**config.mk**
```make
export PLATFORM = sky130hd
export DESIGN_NAME = internet_checksum_engine
export DESIGN_NICKNAME = d
export VERILOG_FILES = /design/src/hw/rtl/ice_pkg.sv /design/src/hw/rtl/internet_checksum_engine.sv /design/src/hw/rtl/ice_classify.sv /design/src/hw/rtl/ice_accum.sv /design/src/hw/rtl/ice_finish.sv
export SDC_FILE = /design/constraint.sdc
export NUM_CORES = 1
export LEC_CHECK = 0
export ABC_AREA = 0
export BUFFER_PORTS_ARGS = -buffer_cell sky130_fd_sc_hd__buf_2
export CELL_PAD_IN_SITES_DETAIL_PLACEMENT = 1
export CELL_PAD_IN_SITES_GLOBAL_PLACEMENT = 1
export CORE_MARGIN = 1.5
export CORE_UTILIZATION = 49
export DETAILED_ROUTE_END_ITERATION = 7
export GPL_TIMING_DRIVEN = 0
export HOLD_SLACK_MARGIN = 0.05
export PLACE_DENSITY = 0.82
export RECOVER_POWER = 100
export SYNTH_ARGS = -nofsm -noshare
export SYNTH_HDL_FRONTEND = slang
export SYNTH_SLANG_ARGS = --single-unit
```
**constraint.sdc**
```tcl
create_clock -name clk -period 8.7 [get_ports clk]
set_clock_uncertainty 0.15 [all_clocks]
set_input_delay 1.74 -clock clk [delete_from_list [all_inputs] [get_ports clk]]
set_output_delay 1.74 -clock clk [all_outputs]
set_load 0.02 [all_outputs]
```
**src/hw/rtl/ice_pkg.sv**
```systemverilog
// shared types and constants for the internet checksum engine
package ice_pkg;

    localparam int unsigned ACC_W = 18;

    localparam logic [15:0] OFFSET_LIMIT  = 16'hffff;
    localparam logic [5:0]  IP6_HDR_BYTES = 6'd40;
    localparam logic [15:0] UDP_MIN_COVER = 16'd6;
    localparam logic [7:0]  PROTO_UDP     = 8'd17;
    localparam logic [7:0]  PROTO_ICMP6   = 8'd58;

    typedef enum logic [2:0] {
        MODE_IPV4_HDR = 3'd0,
        MODE_ICMP4    = 3'd1,
        MODE_UDP4     = 3'd2,
        MODE_UDP6     = 3'd3,
        MODE_ICMP6    = 3'd4
    } mode_t;

    // one classified byte on its way to the accumulator
    typedef struct packed {
        logic             valid;
        logic             last;
        logic             mode_nz;
        logic [ACC_W-1:0] addend;
    } acc_req_t;

    // finished packet sum on its way to the output stage
    typedef struct packed {
        logic             valid;
        logic             mode_nz;
        logic [ACC_W-1:0] sum;
    } fin_req_t;

endpackage

```
**src/hw/rtl/internet_checksum_engine.sv**
```systemverilog
// top level of the internet checksum engine
//
// Streams packet bytes in network order, starting at the IP header, one byte per
// cycle, and returns one 16-bit ones' complement checksum for each request marked
// with tlast. checksum_mode picks the coverage: 0 IPv4 header, 1 ICMPv4 message,
// 2 UDP over IPv4, 3 UDP over IPv6, 4 ICMPv6 (other codes act as 0). Pseudoheader
// fields are picked out of the stream itself; bytes past the declared UDP or
// ICMPv6 length are ignored and a lone final byte is zero-padded. The pipeline
// is an input register, a classify stage, the accumulate stage and a fold/output
// register. A new byte is taken every cycle; the whole pipeline holds only while
// a checksum sits unclaimed in the output register. Write the mode only between
// packets.
module internet_checksum_engine
    import ice_pkg::*;
(
    input  logic        clk,
    input  logic        rst_n,
    input  logic        checksum_mode_we,
    input  logic [2:0]  checksum_mode_wdata,
    input  logic        s_tvalid,
    output logic        s_tready,
    input  logic [7:0]  s_tdata,   // [7:0] data_byte
    input  logic        s_tlast,   // last_byte
    output logic        m_tvalid,
    input  logic        m_tready,
    output logic [15:0] m_tdata    // [15:0] checksum
);

    logic [2:0] mode_reg;
    logic       in_valid_reg;
    logic [7:0] in_byte_reg;
    logic       in_last_reg;
    logic       advance;
    acc_req_t   acc_req;
    fin_req_t   fin_req;

    assign advance  = !m_tvalid || m_tready;
    assign s_tready = advance;

    always_ff @(posedge clk or negedge rst_n)
    begin
        if (!rst_n)
        begin
            mode_reg <= MODE_IPV4_HDR;
        end
        else if (checksum_mode_we)
        begin
            mode_reg <= checksum_mode_wdata;
        end
    end

    always_ff @(posedge clk or negedge rst_n)
    begin
        if (!rst_n)
        begin
            in_valid_reg <= 1'b0;
        end
        else if (advance)
        begin
            in_valid_reg <= s_tvalid;
        end
    end

    always_ff @(posedge clk)
    begin
        if (advance)
        begin
            in_byte_reg <= s_tdata;
            in_last_reg <= s_tlast;
        end
    end

    ice_classify u_classify (
        .clk           (clk),
        .rst_n         (rst_n),
        .advance       (advance),
        .in_valid      (in_valid_reg),
        .in_byte       (in_byte_reg),
        .in_last       (in_last_reg),
        .checksum_mode (mode_reg),
        .acc_req       (acc_req)
    );

    ice_accum u_accum (
        .clk     (clk),
        .rst_n   (rst_n),
        .advance (advance),
        .acc_req (acc_req),
        .fin_req (fin_req)
    );

    ice_finish u_finish (
        .clk      (clk),
        .rst_n    (rst_n),
        .advance  (advance),
        .fin_req  (fin_req),
        .m_tvalid (m_tvalid),
        .m_tdata  (m_tdata)
    );

endmodule

```
**src/hw/rtl/ice_classify.sv**
```systemverilog
// byte classifier: tracks packet offset and length fields, picks the word to add
module ice_classify
    import ice_pkg::*;
(
    input  logic           clk,
    input  logic           rst_n,
    input  logic           advance,
    input  logic           in_valid,
    input  logic [7:0]     in_byte,
    input  logic           in_last,
    input  logic [2:0]     checksum_mode,
    output acc_req_t       acc_req
);

    logic [15:0] offset_reg;
    logic [5:0]  hdr_reg;
    logic [7:0]  pend_reg;
    logic [15:0] cov_reg;
    acc_req_t    acc_req_reg;

    mode_t       mode;
    logic        active;
    logic [5:0]  hdr_cur;
    logic [15:0] hdr_ext;
    logic [15:0] hdr_p4;
    logic [15:0] hdr_p5;
    logic        o_ge_h;
    logic [15:0] rel;
    logic        len_hi;
    logic        len_lo;
    logic [7:0]  pend_next;
    logic [15:0] cov_next;
    logic        in_pseudo;
    logic        in_region;
    logic [16:0] word;
    logic [ACC_W-1:0] base;
    logic [ACC_W-1:0] proto;
    logic        fire;

    always_comb
    begin
        if (checksum_mode > MODE_ICMP6)
        begin
            mode = MODE_IPV4_HDR;
        end
        else
        begin
            mode = mode_t'(checksum_mode);
        end

        active = offset_reg != OFFSET_LIMIT;

        // IPv4 header length is latched from the first byte of the packet; IPv6 modes use a fixed 40 bytes
        if (offset_reg == 16'd0)
        begin
            hdr_cur = (mode == MODE_UDP6 || mode == MODE_ICMP6) ? IP6_HDR_BYTES
                                                                : {in_byte[3:0], 2'b00};
        end
        else
        begin
            hdr_cur = hdr_reg;
        end

        hdr_ext = {10'd0, hdr_cur};
        hdr_p4  = hdr_ext + 16'd4;
        hdr_p5  = hdr_ext + 16'd5;
        o_ge_h  = offset_reg >= hdr_ext;
        rel     = offset_reg - hdr_ext;

        unique case (mode)
            MODE_UDP4, MODE_UDP6:
            begin
                len_hi = offset_reg == hdr_p4;
                len_lo = offset_reg == hdr_p5;
            end
            MODE_ICMP6:
            begin
                len_hi = offset_reg == 16'd4;
                len_lo = offset_reg == 16'd5;
            end
            default:
            begin
                len_hi = 1'b0;
                len_lo = 1'b0;
            end
        endcase

        pend_next = len_hi ? in_byte : pend_reg;
        cov_next  = len_lo ? {pend_reg, in_byte} : cov_reg;

        unique case (mode)
            MODE_UDP4:
            begin
                in_pseudo = offset_reg == 16'd9
                         || (offset_reg >= 16'd12 && offset_reg <= 16'd19)
                         || offset_reg == hdr_p4 || offset_reg == hdr_p5;
            end
            MODE_UDP6, MODE_ICMP6:
            begin
                in_pseudo = offset_reg == 16'd4 || offset_reg == 16'd5
                         || (offset_reg >= 16'd8 && offset_reg < {10'd0, IP6_HDR_BYTES});
            end
            default:
            begin
                in_pseudo = 1'b0;
            end
        endcase

        unique case (mode)
            MODE_IPV4_HDR: in_region = !o_ge_h;
            MODE_ICMP4:    in_region = o_ge_h;
            MODE_ICMP6:    in_region = o_ge_h && (rel < cov_next);
            default:       in_region = o_ge_h && (rel < UDP_MIN_COVER || rel < cov_next);
        endcase

        // even offsets are the high half of a word
        word = offset_reg[0] ? {9'd0, in_byte} : {1'b0, in_byte, 8'd0};

        if (active && in_pseudo && in_region)
        begin
            base = {word, 1'b0};
        end
        else if (active && (in_pseudo || in_region))
        begin
            base = {1'b0, word};
        end
        else
        begin
            base = '0;
        end

        if (in_last && mode == MODE_UDP6)
        begin
            proto = {{(ACC_W-8){1'b0}}, PROTO_UDP};
        end
        else if (in_last && mode == MODE_ICMP6)
        begin
            proto = {{(ACC_W-8){1'b0}}, PROTO_ICMP6};
        end
        else
        begin
            proto = '0;
        end

        fire = advance && in_valid;
    end

    always_ff @(posedge clk or negedge rst_n)
    begin
        if (!rst_n)
        begin
            offset_reg <= '0;
            hdr_reg    <= '0;
            pend_reg   <= '0;
            cov_reg    <= '0;
        end
        else if (fire)
        begin
            if (in_last)
            begin
                offset_reg <= '0;
                hdr_reg    <= '0;
                pend_reg   <= '0;
                cov_reg    <= '0;
            end
            else if (active)
            begin
                offset_reg <= offset_reg + 16'd1;
                hdr_reg    <= hdr_cur;
                pend_reg   <= pend_next;
                cov_reg    <= cov_next;
            end
        end
    end

    always_ff @(posedge clk or negedge rst_n)
    begin
        if (!rst_n)
        begin
            acc_req_reg <= '0;
        end
        else if (advance)
        begin
            acc_req_reg.valid   <= in_valid;
            acc_req_reg.last    <= in_last;
            acc_req_reg.mode_nz <= mode != MODE_IPV4_HDR;
            acc_req_reg.addend  <= base + proto;
        end
    end

    assign acc_req = acc_req_reg;

`ifndef SYNTHESIS
    a_clear_after_last: assert property (@(posedge clk) disable iff (!rst_n)
        fire && in_last |=> offset_reg == 16'd0 && cov_reg == 16'd0)
        else $error("packet state not cleared after last byte");

    a_hdr_word_aligned: assert property (@(posedge clk) disable iff (!rst_n)
        hdr_reg[1:0] == 2'b00)
        else $error("header length not a multiple of four");
`endif

endmodule

```
**src/hw/rtl/ice_accum.sv**
```systemverilog
// ones' complement accumulator with lazy carry fold
module ice_accum
    import ice_pkg::*;
(
    input  logic     clk,
    input  logic     rst_n,
    input  logic     advance,
    input  acc_req_t acc_req,
    output fin_req_t fin_req
);

    logic [ACC_W-1:0] acc_reg;
    fin_req_t         fin_req_reg;
    logic [ACC_W-1:0] sum;

    // top two bits wrap back in on the next add, so the value stays congruent mod 0xffff
    assign sum = {2'b00, acc_reg[15:0]} + {{(ACC_W-2){1'b0}}, acc_reg[ACC_W-1:16]}
               + acc_req.addend;

    always_ff @(posedge clk or negedge rst_n)
    begin
        if (!rst_n)
        begin
            acc_reg     <= '0;
            fin_req_reg <= '0;
        end
        else if (advance)
        begin
            fin_req_reg.valid   <= acc_req.valid && acc_req.last;
            fin_req_reg.mode_nz <= acc_req.mode_nz;
            fin_req_reg.sum     <= sum;
            if (acc_req.valid)
            begin
                acc_reg <= acc_req.last ? '0 : sum;
            end
        end
    end

    assign fin_req = fin_req_reg;

`ifndef SYNTHESIS
    a_fin_on_last: assert property (@(posedge clk) disable iff (!rst_n)
        advance && acc_req.valid && acc_req.last |=> fin_req.valid && acc_reg == '0)
        else $error("last byte did not produce a finished sum");
`endif

endmodule

```
**src/hw/rtl/ice_finish.sv**
```systemverilog
// final carry fold, complement and output register
module ice_finish
    import ice_pkg::*;
(
    input  logic        clk,
    input  logic        rst_n,
    input  logic        advance,
    input  fin_req_t    fin_req,
    output logic        m_tvalid,
    output logic [15:0] m_tdata
);

    logic        m_tvalid_reg;
    logic [15:0] m_tdata_reg;
    logic [16:0] fold1;
    logic [15:0] fold2;
    logic [15:0] result;

    always_comb
    begin
        fold1  = {1'b0, fin_req.sum[15:0]} + {15'd0, fin_req.sum[ACC_W-1:16]};
        fold2  = fold1[15:0] + {15'd0, fold1[16]};
        result = ~fold2;
        // upper-layer checksums send zero as all ones
        if (fin_req.mode_nz && result == 16'd0)
        begin
            result = 16'hffff;
        end
    end

    always_ff @(posedge clk or negedge rst_n)
    begin
        if (!rst_n)
        begin
            m_tvalid_reg <= 1'b0;
        end
        else if (advance)
        begin
            m_tvalid_reg <= fin_req.valid;
        end
    end

    always_ff @(posedge clk)
    begin
        if (advance)
        begin
            m_tdata_reg <= result;
        end
    end

    assign m_tvalid = m_tvalid_reg;
    assign m_tdata  = m_tdata_reg;

`ifndef SYNTHESIS
    a_nonzero_upper: assert property (@(posedge clk) disable iff (!rst_n)
        advance && fin_req.valid && fin_req.mode_nz |=> m_tvalid && m_tdata != 16'd0)
        else $error("upper-layer checksum delivered as zero");
`endif

endmodule
```
==> impl_metrics.tcl <==
set metrics [dict create \
    status "complete, but fails checks" \
    violations "design-rule violations, max-capacitance violations, max-slew violations" \
    r2r-end "u_classify.acc_req[7]" \
    clock_sinks 135 \
    yosysWarnings 0 \
    p_per_area_nw_per_um2 329.5 \
    synth_cells 983 \
    yosys-top-cells-area "dfrtp_1, edfxtp_1, ha_1, nand2_1, xor2_1" \
    p_switching_uw 1483 \
    layout-drive-gt1-share_pct 9.887 \
    period_share_pct 95.42 \
    clk_latency_ns 0.42 \
    syn_to_final_growth_pct 12.68 \
    power_frac_comb_pct 49.9 \
    worstSetupPathType "register to register" \
    max_stage_delay_ns 0.56 \
    r2r_slack_ns 0.40 \
    synth.ff_latch_count 135 \
    die_height_um 139.2 \
    vias 7775 \
    grt_max_degree 85 \
    largest_reg_flops 21 \
    hold_start "u_accum.fin_req[19]" \
    gp_congestion 0.8877 \
    cts_max_path_buffers 2 \
    die_w_um 139.2 \
    grt_pass1_wl_um 43410 \
    whs_path_depth 2 \
    ys_async_sr_fraction_pct 81.48 \
    end_kind "register" \
    netlist_area_um2 9089 \
    drc 6 \
    ios 35 \
    clkTransAtPathRegs_ns 0.07 \
    setup_viol 0 \
    overflow 0 \
    maxCapViolCount 3 \
    holdWs_ns 0.3206 \
    synth_top_area_share_pct 30.29 \
    antenna_cells 0 \
    synth_edf_count 25 \
    internal_power_uw 1891 \
    synth_most_common_cell "nand2_1" \
    reg2regPathDepth 30 \
    p_seq_share_pct 29.2 \
    vdd_drop_max_mv 0.1664 \
    core.rowCount 49 \
    cp_data_arrival_time_ns 8.51 \
    p_leak_uw 0.004510 \
    yosys-top-cells-count "nand2_1, dfrtp_1, nor2_1" \
    worst_slew_pin_slew_ns 4.635 \
    syn_area_per_cell_um2 9.246 \
    crit_top_cell "ha_1" \
    initialDrtViolationCount 492 \
    fin_nets 1126 \
    grt_util_all_layers_pct 28.35 \
    crit_slowest_cell "or4b_1" \
    critPathMaxFanout 10 \
    core_area_um2 18090 \
    avgViaCountPerCell 6.022 \
    min_to "u_accum.fin_req[19]" \
    wl_um 26600 \
    root_buffer "clkbuf_16" \
    max_freq_mhz 120.5 \
    antenna_found_initial 0 \
    fillCellCount 2072 \
    holdCritPathClass "register to register" \
    cts.hold.buffers_added 0 \
    synth_nets 1060 \
    r2r-start "u_classify.offset_reg[0]" \
    hold_violations 0 \
    die-area_um2 19370 \
    synth_cell_types 72 \
    avgRoutedWirePerCell_um 20.60 \
    finalMaxSlewViolations 149 \
    slew_headroom_pct -209.0 \
    cts_tree "done" \
    yosys.area.top_type "dfrtp_1" \
    power_uw 3374 \
    grt_pass1_vias 8167 \
    numPortBuffers 34 \
    cts_buffers 17 \
    power_frac_clock_pct 20.9 \
    htreeDepth 4 \
    synthFlopType "dfrtp_1" \
    cp.required_ns 8.90 \
    ys_seq_area_share_pct 38.55 \
    dr.pass1.iters 8 \
    critical_path_buf_inv_count 5 \
    min_period_ns 8.301 \
    hpwlAfterDp_um 19190 \
    start_util_pct 50.25 \
    sw_frac_of_total_pct 43.96 \
    crit_family "simple AND/OR/NAND/NOR gates" \
    ant_nets 0 \
    critPathLaunchType "register" \
]
[cells in the final DEF (no fill, tap or decap), types with 17 or more instances in the layout]
cell type	synthesis	final
edfxtp_1	25	25
and3_1	19	19
nand2_1	139	139
nand2b_1	17	17
ha_1	55	55
mux2i_1	26	23
dfrtp_1	110	110
nand3_1	30	30
clkbuf_16	0	17
a21oi_1	32	31
inv_1	21	20
clkbuf_1	36	59
xnor2_1	43	42
o21ai_0	49	49
xor2_1	49	49
buf_2	5	20
a22o_1	29	29
nand4_1	22	22
nor2_1	74	74
[worst max path at each step]
stage,start,to,cells after the start
6_report,u_classify.offset_reg[0],u_classify.acc_req[7],30
5_1_grt,u_classify.offset_reg[0],u_classify.acc_req[8],34
4_1_cts,u_classify.offset_reg[0],u_classify.acc_req[8],34
3_5_place_dp,u_classify.offset_reg[0],u_classify.acc_req[8],28
3_3_place_gp,u_classify.offset_reg[0],u_classify.acc_req[8],28
2_1_floorplan,u_classify.offset_reg[0],u_classify.acc_req[8],31
[power groups by stage]
stage	Combinational (µW)	Clock, µW	Sequential [µW]
final	1680	707	985
after global routing	1840	741	1000
after CTS	1620	716	977
after detailed placement	1560	0	986
after global placement	1490	0	978
after floorplan	1130	0	961
[cell type report]
class,count,area [µm²],share of cell area (%)
Timing Repair Buffer,47,235.2,2.297
Multi-Input combinational cell,777,5356,52.30
Tap cell,229,286.5,2.798
Clock buffer,20,446.7,4.362
Buffer,49,212.7,2.077
Inverter,22,82.58,0.8064
Clock inverter,12,117.6,1.148
Sequential cell,135,3503,34.21
[cells by family after synthesis]
logic type               after synthesis  synth area share (%)
AO/OA/AOI/OAI                        188                 14.48
XOR/XNOR                              92                 8.866
adder cells (fa/ha/maj)               60                 8.673
buffers and inverters                 71                 3.180
flip-flops                           135                 38.55
multiplexers                          37                 4.268
AND/OR/NAND/NOR                      400                 21.99
[routing by layer]
metal	wire length [µm]	up-vias	track usage, %	part of all wire, %
met5	0	-	0	0
met4	251	0	6.943	0.94
met3	1093	20	3.867	4.1
met2	12720	164	47.00	48
met1	12530	3943	39.37	47
li1	-	3648	-	-
[per-stage QoR]
stage	instance area (µm²)	setup TNS, ns	setup slack [ns]	utilization, %	cells
CTS	10190	0	0.1452	56.34	1281
detailed placement	9580	-1.181	-0.3333	52.97	1247
floorplan	9089	0	1.265	-	983
finish	10240	0	0.3985	56.62	1291
global route	10240	-0.03604	-0.03604	56.62	1291
global placement	9545	-0.3539	-0.1354	52.78	1246
[what timing repair did]
item / CTS / global route
gates resized for setup: 5 / 14
gates cloned: 0 / 0
endpoints found under the setup margin: 6 / 7
buffers inserted: 2 / 8
hold endpoints to repair: 0 / 0
pin swaps: 1 / 3
[tightest hold or removal path, delay by kind of cell, from the launching register on]
kind             cells  cell delay [ns]
DFF                  1             0.34
and+or+nand+nor      2             0.10
(Power assumes the default switching activity.)
